==> config.mk <==
export PLATFORM = sky130hd
export DESIGN_NAME = packed_array_insert_search_delete
export DESIGN_NICKNAME = d
export VERILOG_FILES = /design/src/sv/paisd_pkg.sv /design/src/sv/packed_array_insert_search_delete.sv
export SDC_FILE = /design/constraint.sdc
export NUM_CORES = 2
export LEC_CHECK = 0
export ABC_AREA = 1
export BUFFER_PORTS_ARGS = -buffer_cell sky130_fd_sc_hd__buf_2
export CAP_MARGIN = 10
export CORE_ASPECT_RATIO = 1.4
export CORE_MARGIN = 1.5
export CORE_UTILIZATION = 37
export DETAILED_ROUTE_END_ITERATION = 12
export GPL_ROUTABILITY_DRIVEN = 0
export REMOVE_ABC_BUFFERS = 1
export SYNTH_ARGS = -nofsm -noshare
export SYNTH_HDL_FRONTEND = slang
export SYNTH_SLANG_ARGS = --single-unit
==> constraint.sdc <==
create_clock -name clk -period 7.2 [get_ports clk]
set_input_delay 1.44 -clock clk [delete_from_list [all_inputs] [get_ports clk]]
set_output_delay 1.44 -clock clk [all_outputs]
set_load 0.05 [all_outputs]
==> src/sv/paisd_pkg.sv <==
// ----------------------------------------------------------------------------
// paisd_pkg
// Shared types and codes for the packed table with insert, search, delete
// and dump commands.
// ----------------------------------------------------------------------------
`default_nettype none

package paisd_pkg;

  // Widths of the result fields
  localparam int unsigned IndexW = 6;
  localparam int unsigned ValueW = 32;

  // Command codes
  typedef logic [1:0] opcode_t;
  localparam opcode_t OP_INSERT = 2'd0;
  localparam opcode_t OP_DUMP   = 2'd1;
  localparam opcode_t OP_SEARCH = 2'd2;
  localparam opcode_t OP_DELETE = 2'd3;

  // Result status codes
  typedef logic [2:0] status_t;
  localparam status_t ST_INSERTED  = 3'd0;
  localparam status_t ST_FULL      = 3'd1;
  localparam status_t ST_EMPTY     = 3'd2;
  localparam status_t ST_FOUND     = 3'd3;
  localparam status_t ST_NOT_FOUND = 3'd4;
  localparam status_t ST_DELETED   = 3'd5;
  localparam status_t ST_DUMPED    = 3'd6;

  // One command item
  typedef struct packed {
    opcode_t                  opcode;
    logic signed [ValueW-1:0] operand_value;
  } req_t;

  // One result item
  typedef struct packed {
    status_t                  status;
    logic [IndexW-1:0]        entry_index;
    logic signed [ValueW-1:0] entry_value;
    logic                     last_result;
  } rsp_t;

endpackage

`default_nettype wire

==> src/sv/packed_array_insert_search_delete.sv <==
// ----------------------------------------------------------------------------
// packed_array_insert_search_delete
// Packed unsorted table in one synchronous RAM with append, linear search,
// delete with shift-down, and dump of all entries.
// ----------------------------------------------------------------------------
// Insert, and any command on an empty table: one result, in the cycle after start.
// Search: one RAM read per cycle; the result follows the match or the last entry.
// Dump: count results on consecutive cycles, in index order.
// Delete: scan, then shift later entries down one per cycle; the result follows the
//   last move, or the scan when the match is last. Results cannot be stalled.
// The next item may start in the final result's cycle; reset clears the count.
`default_nettype none

module packed_array_insert_search_delete #(
  parameter int unsigned CAPACITY = 64
) (
  input  wire logic             clk,
  input  wire logic             rst,
  input  wire logic             start,
  input  paisd_pkg::req_t       req,
  output logic                  busy,
  output logic                  valid,
  output paisd_pkg::rsp_t       result
);
  import paisd_pkg::*;

  localparam int unsigned IDX_W = (CAPACITY > 1) ? $clog2(CAPACITY) : 1;
  localparam int unsigned CNT_W = $clog2(CAPACITY + 1);

  typedef enum logic [2:0] {
    S_IDLE  = 3'b001,
    S_SCAN  = 3'b010,
    S_SHIFT = 3'b100
  } state_t;

  state_t                   state;
  logic [CNT_W-1:0]         count;
  logic [CNT_W-1:0]         ptr;
  logic                     rd_vld;
  logic [IDX_W-1:0]         rd_idx;
  opcode_t                  op;
  logic signed [ValueW-1:0] operand;

  // Table RAM and its ports
  logic signed [ValueW-1:0] mem [CAPACITY];
  logic signed [ValueW-1:0] rdata;
  logic                     mem_we;
  logic [IDX_W-1:0]         mem_waddr;
  logic signed [ValueW-1:0] mem_wdata;
  logic                     mem_re;
  logic [IDX_W-1:0]         mem_raddr;

  logic                     accept;
  logic                     full;
  logic                     hit;
  logic                     is_last;
  logic [CNT_W-1:0]         last_idx;
  logic                     issue;

  function automatic rsp_t pack_rsp(status_t st, logic [IndexW-1:0] idx,
                                    logic signed [ValueW-1:0] val, logic last);
    rsp_t r;
    r.status      = st;
    r.entry_index = idx;
    r.entry_value = val;
    r.last_result = last;
    return r;
  endfunction

  assign busy     = (state != S_IDLE);
  assign accept   = start && !busy;
  assign full     = (count >= CNT_W'(CAPACITY));
  assign last_idx = count - CNT_W'(1);
  assign is_last  = (CNT_W'(rd_idx) == last_idx);

  // Compare the returned entry against the operand during search and delete
  assign hit = rd_vld && (state == S_SCAN) && (op != OP_DUMP) && (rdata == operand);

  // Issue one read per cycle while entries remain; stop on a match
  assign issue = ((state == S_SCAN) || (state == S_SHIFT)) && (ptr < count) && !hit;

  // Read port follows the walk pointer
  assign mem_re    = issue;
  assign mem_raddr = ptr[IDX_W-1:0];

  // Write port: append on insert, move an entry down one place on shift
  always_comb begin
    mem_we    = 1'b0;
    mem_waddr = count[IDX_W-1:0];
    mem_wdata = req.operand_value;
    if (state == S_SHIFT) begin
      mem_we    = rd_vld;
      mem_waddr = rd_idx - IDX_W'(1);
      mem_wdata = rdata;
    end else if (accept && (req.opcode == OP_INSERT) && !full) begin
      mem_we = 1'b1;
    end
  end

  // Table RAM with registered read data
  always_ff @(posedge clk) begin
    if (mem_we) begin
      mem[mem_waddr] <= mem_wdata;
    end
    if (mem_re) begin
      rdata <= mem[mem_raddr];
    end
  end

  // Hold the command and track read addresses in flight
  always_ff @(posedge clk) begin
    rd_idx <= ptr[IDX_W-1:0];
    if (accept) begin
      op      <= req.opcode;
      operand <= req.operand_value;
    end
  end

  // Sequence the commands and drive the result register
  always_ff @(posedge clk) begin
    if (rst) begin
      state  <= S_IDLE;
      count  <= '0;
      ptr    <= '0;
      rd_vld <= 1'b0;
      valid  <= 1'b0;
    end else begin
      valid  <= 1'b0;
      rd_vld <= issue;
      if (issue) begin
        ptr <= ptr + CNT_W'(1);
      end
      unique case (state)
        S_IDLE: begin
          if (accept) begin
            ptr <= '0;
            if (req.opcode == OP_INSERT) begin
              valid <= 1'b1;
              if (full) begin
                result <= pack_rsp(ST_FULL, '0, '0, 1'b1);
              end else begin
                count  <= count + CNT_W'(1);
                result <= pack_rsp(ST_INSERTED, '0, '0, 1'b1);
              end
            end else if (count == '0) begin
              valid  <= 1'b1;
              result <= pack_rsp(ST_EMPTY, '0, '0, 1'b1);
            end else begin
              state <= S_SCAN;
            end
          end
        end
        S_SCAN: begin
          if (rd_vld) begin
            if (op == OP_DUMP) begin
              valid  <= 1'b1;
              result <= pack_rsp(ST_DUMPED, IndexW'(rd_idx), rdata, is_last);
              if (is_last) begin
                state <= S_IDLE;
              end
            end else if (hit) begin
              if (op == OP_SEARCH) begin
                valid  <= 1'b1;
                result <= pack_rsp(ST_FOUND, IndexW'(rd_idx), rdata, 1'b1);
                state  <= S_IDLE;
              end else if (is_last) begin
                valid  <= 1'b1;
                count  <= last_idx;
                result <= pack_rsp(ST_DELETED, '0, '0, 1'b1);
                state  <= S_IDLE;
              end else begin
                ptr   <= CNT_W'(rd_idx) + CNT_W'(1);
                state <= S_SHIFT;
              end
            end else if (is_last) begin
              valid  <= 1'b1;
              result <= pack_rsp(ST_NOT_FOUND, '0, '0, 1'b1);
              state  <= S_IDLE;
            end
          end
        end
        S_SHIFT: begin
          if (rd_vld && is_last) begin
            valid  <= 1'b1;
            count  <= last_idx;
            result <= pack_rsp(ST_DELETED, '0, '0, 1'b1);
            state  <= S_IDLE;
          end
        end
        default: begin
          state <= S_IDLE;
        end
      endcase
    end
  end

  // Count never passes capacity
  a_count_bound: assert property (@(posedge clk) disable iff (rst)
    count <= CNT_W'(CAPACITY))
    else $error("entry count above capacity");

  // Final result of an item frees the block
  a_last_idle: assert property (@(posedge clk) disable iff (rst)
    valid && result.last_result |-> !busy)
    else $error("busy after final result");

  // Intermediate dump results keep the block busy
  a_mid_busy: assert property (@(posedge clk) disable iff (rst)
    valid && !result.last_result |-> busy && (result.status == ST_DUMPED))
    else $error("non-final result outside dump");

  // Shift write never lands on the entry being read
  a_no_collide: assert property (@(posedge clk) disable iff (rst)
    mem_we && mem_re |-> mem_waddr != mem_raddr)
    else $error("read and write to the same entry");

endmodule

`default_nettype wire

==> results.tsv <==
stage	metric	value	unit
timing	finalHoldViolCount	0	
timing	holdWs	0.531	ns
route	wire_per_inst	26.4	microns
critical_path	worstSetupStartpointType	register	
floorplanning	die_x	413	microns
clocking	cts_hold_buf	0	
layout	drive_above_1_share	0.0900	
placed_design	hpwl	148	mm
clocking	clkTransAtPathRegs	0.07	ns
clocking	cts_setup_buffers	0	
timing	fmax	0.198	GHz
grt	grt_util_met3	0.0301	
power	switchingPower	6.73	mW
clocking	cts.htree.levels	4	
clocking	cts_tree	built	
flow_run	cap_violations	0	
route	via_count	54575	
clocking	cts.path.max_buffers	4	
grt	grt_pass1_wl	364	mm
power	p_per_area	282	nW/um^2
critical_path	crit_buf_inv	2	
timing	worst_slack	2.16	ns
route	post_drt_via_cell_ratio	5.65	
power	swShare	0.245	
power	leakagePower	30.6	nW
worst_hold_path	min_path_type	register to register	
critical_path	cpPeakStageDelay	1.17	ns
timing	finalSetupViolations	0	
layout	stdcell_area	97700	sq um
placed_design	port_buffers	80	
critical_path	cp_max_fo	33	
floorplanning	start_util	0.372	
grt	grtUsageMet2	0.333	
critical_path	slowest_stage	nor2_4	
timing	slew-limit-headroom	0.204	
synthesis	synth.yosys.seq_area_share	0.751	
synthesis	synth-seq-cells	2181	
route	ant_nets	0	
timing	worst_pin_slew	1.19	ns
timing	period_share	0.700	
synthesis	synth_warnings	0	
critical_path	worst_setup_path_end_kind	register	
critical_path	critPathKind	register to register	
grt	met1_usage	0.268	
synthesis	synthCells	6487	
floorplanning	core	234000	sq um
synthesis	dominantRegCellSynth	edfxtp_1	
synthesis	avgSynthCellArea	13.4	sq um
placed_design	place_ws	2.29	ns
route	initialDrtViolationCount	6786	
floorplanning	die-area	238000	sq um
critical_path	path_delay_family	simple AND/OR/NAND/NOR gates	
timing	rsz0062_at_grt	no	
critical_path	critPathArrivalTime	5.49	ns
critical_path	cp_data_required_time	7.65	ns
clocking	clockRootBuffer	clkbuf_16	
synthesis	async_flop_share	0	
grt	grt_antenna_before_repair	7	
grt	busiest_layer	met2	
floorplanning	rows	210	
power	seq_power_share	0.519	
clocking	clock_latency	0.87	ns
timing	drv_slew	0	
placed_design	place_area	91200	sq um
clocking	cts_resized	0	
grt	grt_max_degree	177	
layout	nets	6486	
critical_path	crit_chain	inv_2 -> nand3_4 -> clkinv_1 -> o21ai_0 -> nand3_1 -> nor2_4	
timing	clock-skew-final	0.0589	ns
floorplanning	io_pins	81	
synthesis	syn_area	86900	sq um
layout	syn_to_final_growth	12.4	%
run_status	outcome	finished, final reports clean	
power	pwr-share-comb	0.089	
synthesis	synth_cell_type_count	41	
route	wirelength	255	mm
floorplanning	die_y	576	microns
clocking	numCtsBuffers	204	
route	firstDrtPassIters	6	
route	drcViolationCount	0	
power	ir_drop	0.000188	V
power	p_int	20.8	mW
power	clkPwrFrac	0.391	
grt	grt-ovfl-total	0	
clocking	clock_sink_count	2181	
grt	globalRouteTotalUtil	0.209	
timing	period_minus_slack	5.04	ns
grt	grt_pass1_vias	52170	
synthesis	synth_edf_count	2156	
==> power groups by stage <==
stage	clock, mW	sequential (mW)	combinational [mW]
after global placement	0	14.6	2.40
after CTS	10.9	14.3	2.42
final	10.8	14.3	2.46
after detailed placement	0	14.6	2.41
after global routing	11.3	14.3	2.61
after floorplan	0	14.8	1.33
==> cells in the final DEF (no fill, tap or decap), drive strengths merged <==
| master | Yosys | final |
|---|---|---|
| nand3b | 5 | 5 |
| edfxtp | 2156 | 2156 |
| o22ai | 11 | 11 |
| mux2i | 159 | 159 |
| nand4 | 14 | 14 |
| bufinv | 0 | 23 |
| clkinv | 3 | 83 |
| nor3 | 10 | 10 |
| ha | 13 | 13 |
| o211ai | 108 | 108 |
| a31oi | 1 | 1 |
| o221ai | 148 | 148 |
| buf | 144 | 172 |
| or2 | 1 | 1 |
| dfxtp | 25 | 25 |
| a21oi | 104 | 104 |
| o21a | 1 | 1 |
| nand2 | 476 | 476 |
| xor2 | 14 | 14 |
| nor4 | 2 | 2 |
| inv | 112 | 124 |
| a21o | 1 | 1 |
| clkinvlp | 0 | 6 |
| diode | 0 | 2 |
| nand3 | 335 | 335 |
| and2 | 2 | 2 |
| o21ai | 668 | 668 |
| clkbuf | 285 | 239 |
| xnor2 | 10 | 10 |
| nor2 | 1403 | 1403 |
| o32ai | 275 | 275 |
| nor3b | 1 | 1 |
==> metrics by stage <==
stage	utilization	TNS [ns]	total power [mW]	std cells
2_1_floorplan	-	-5102.83	16.1	6058
3_3_place_gp	0.390	0	16.9	9303
3_5_place_dp	0.390	0	17.0	9304
4_1_cts	0.418	0	27.6	9664
5_1_grt	0.418	0	28.2	9665
6_report	0.418	0	27.5	9666
==> synthesized netlist by cell type (all sizes together), types with 2 or more instances <==
| library cell | n | area (sq um) |
|---|---|---|
| a21oi | 104 | 521 |
| and2 | 2 | 12.5 |
| buf | 144 | 679 |
| clkbuf | 285 | 1070 |
| clkinv | 3 | 11.3 |
| dfxtp | 25 | 500 |
| edfxtp | 2156 | 64700 |
| ha | 13 | 163 |
| inv | 112 | 420 |
| mux2i | 159 | 1590 |
| nand2 | 476 | 1790 |
| nand3 | 335 | 1700 |
| nand3b | 5 | 37.5 |
| nand4 | 14 | 87.6 |
| nor2 | 1403 | 5280 |
| nor3 | 10 | 66.3 |
| nor4 | 2 | 27.5 |
| o211ai | 108 | 811 |
| o21ai | 668 | 3350 |
| o221ai | 148 | 1300 |
| o22ai | 11 | 68.8 |
| o32ai | 275 | 2410 |
| xnor2 | 10 | 87.6 |
| xor2 | 14 | 123 |
==> path summary, 6_finish.rpt <==
check / slack (ns) / end / from / cells past startpoint
setup reg to reg: 2.16 / mem[2][24]$_DFFE_PP_ / state[1]$_SDFFE_PP0P_ / 6
hold / removal: 0.53 / rd_idx[3]$_DFF_P_ / ptr[3]$_SDFF_PP0_ / 0
hold reg to reg: 0.53 / rd_idx[3]$_DFF_P_ / ptr[3]$_SDFF_PP0_ / 0
setup / recovery: 2.16 / mem[2][24]$_DFFE_PP_ / state[1]$_SDFFE_PP0P_ / 6
==> kinds of logic (layout without fill, tap and decap cells) <==
| group | after synthesis | after routing | share of synthesized area |
|---|---|---|---|
| AO/OA/AOI/OAI | 1317 | 1317 | 0.0975 |
| XOR/XNOR | 24 | 24 | 0.00242 |
| adder cells (fa/ha/maj) | 13 | 13 | 0.00187 |
| buffers and inverters | 544 | 647 | 0.0251 |
| flip-flops | 2181 | 2181 | 0.751 |
| multiplexers | 159 | 159 | 0.0183 |
| other | 0 | 2 | 0 |
| AND/OR/NAND/NOR | 2249 | 2249 | 0.104 |
==> final cells by class <==
cell class,instances,area (sq um)
diodes,2,5.00
clock buffers,239,5300
clock inverters,121,1190
fillers,20957,136000
inverters,115,452
multi-input cells,3762,20400
flip-flops and latches,2181,65300
well taps,3074,3850
repair buffers,172,1280
==> layer usage <==
| metal | vias to the layer above | part of all wire |
|---|---|---|
| met1 | 27451 | 0.38 |
| met2 | 2479 | 0.47 |
| met3 | 548 | 0.080 |
| li1 | 24097 | - |
| met4 | 0 | 0.070 |
| met5 | - | 0 |
==> sequential cells by signal, indices dropped and copies added, names as in the netlist <==
signal   count
valid        1
operand     32
rd_vld       1
rd_idx       6
state        3
ptr          7
mem       2048
op           2
result      42
rdata       32
count        7
No activity file was read; power rests on OpenSTA's default activity.
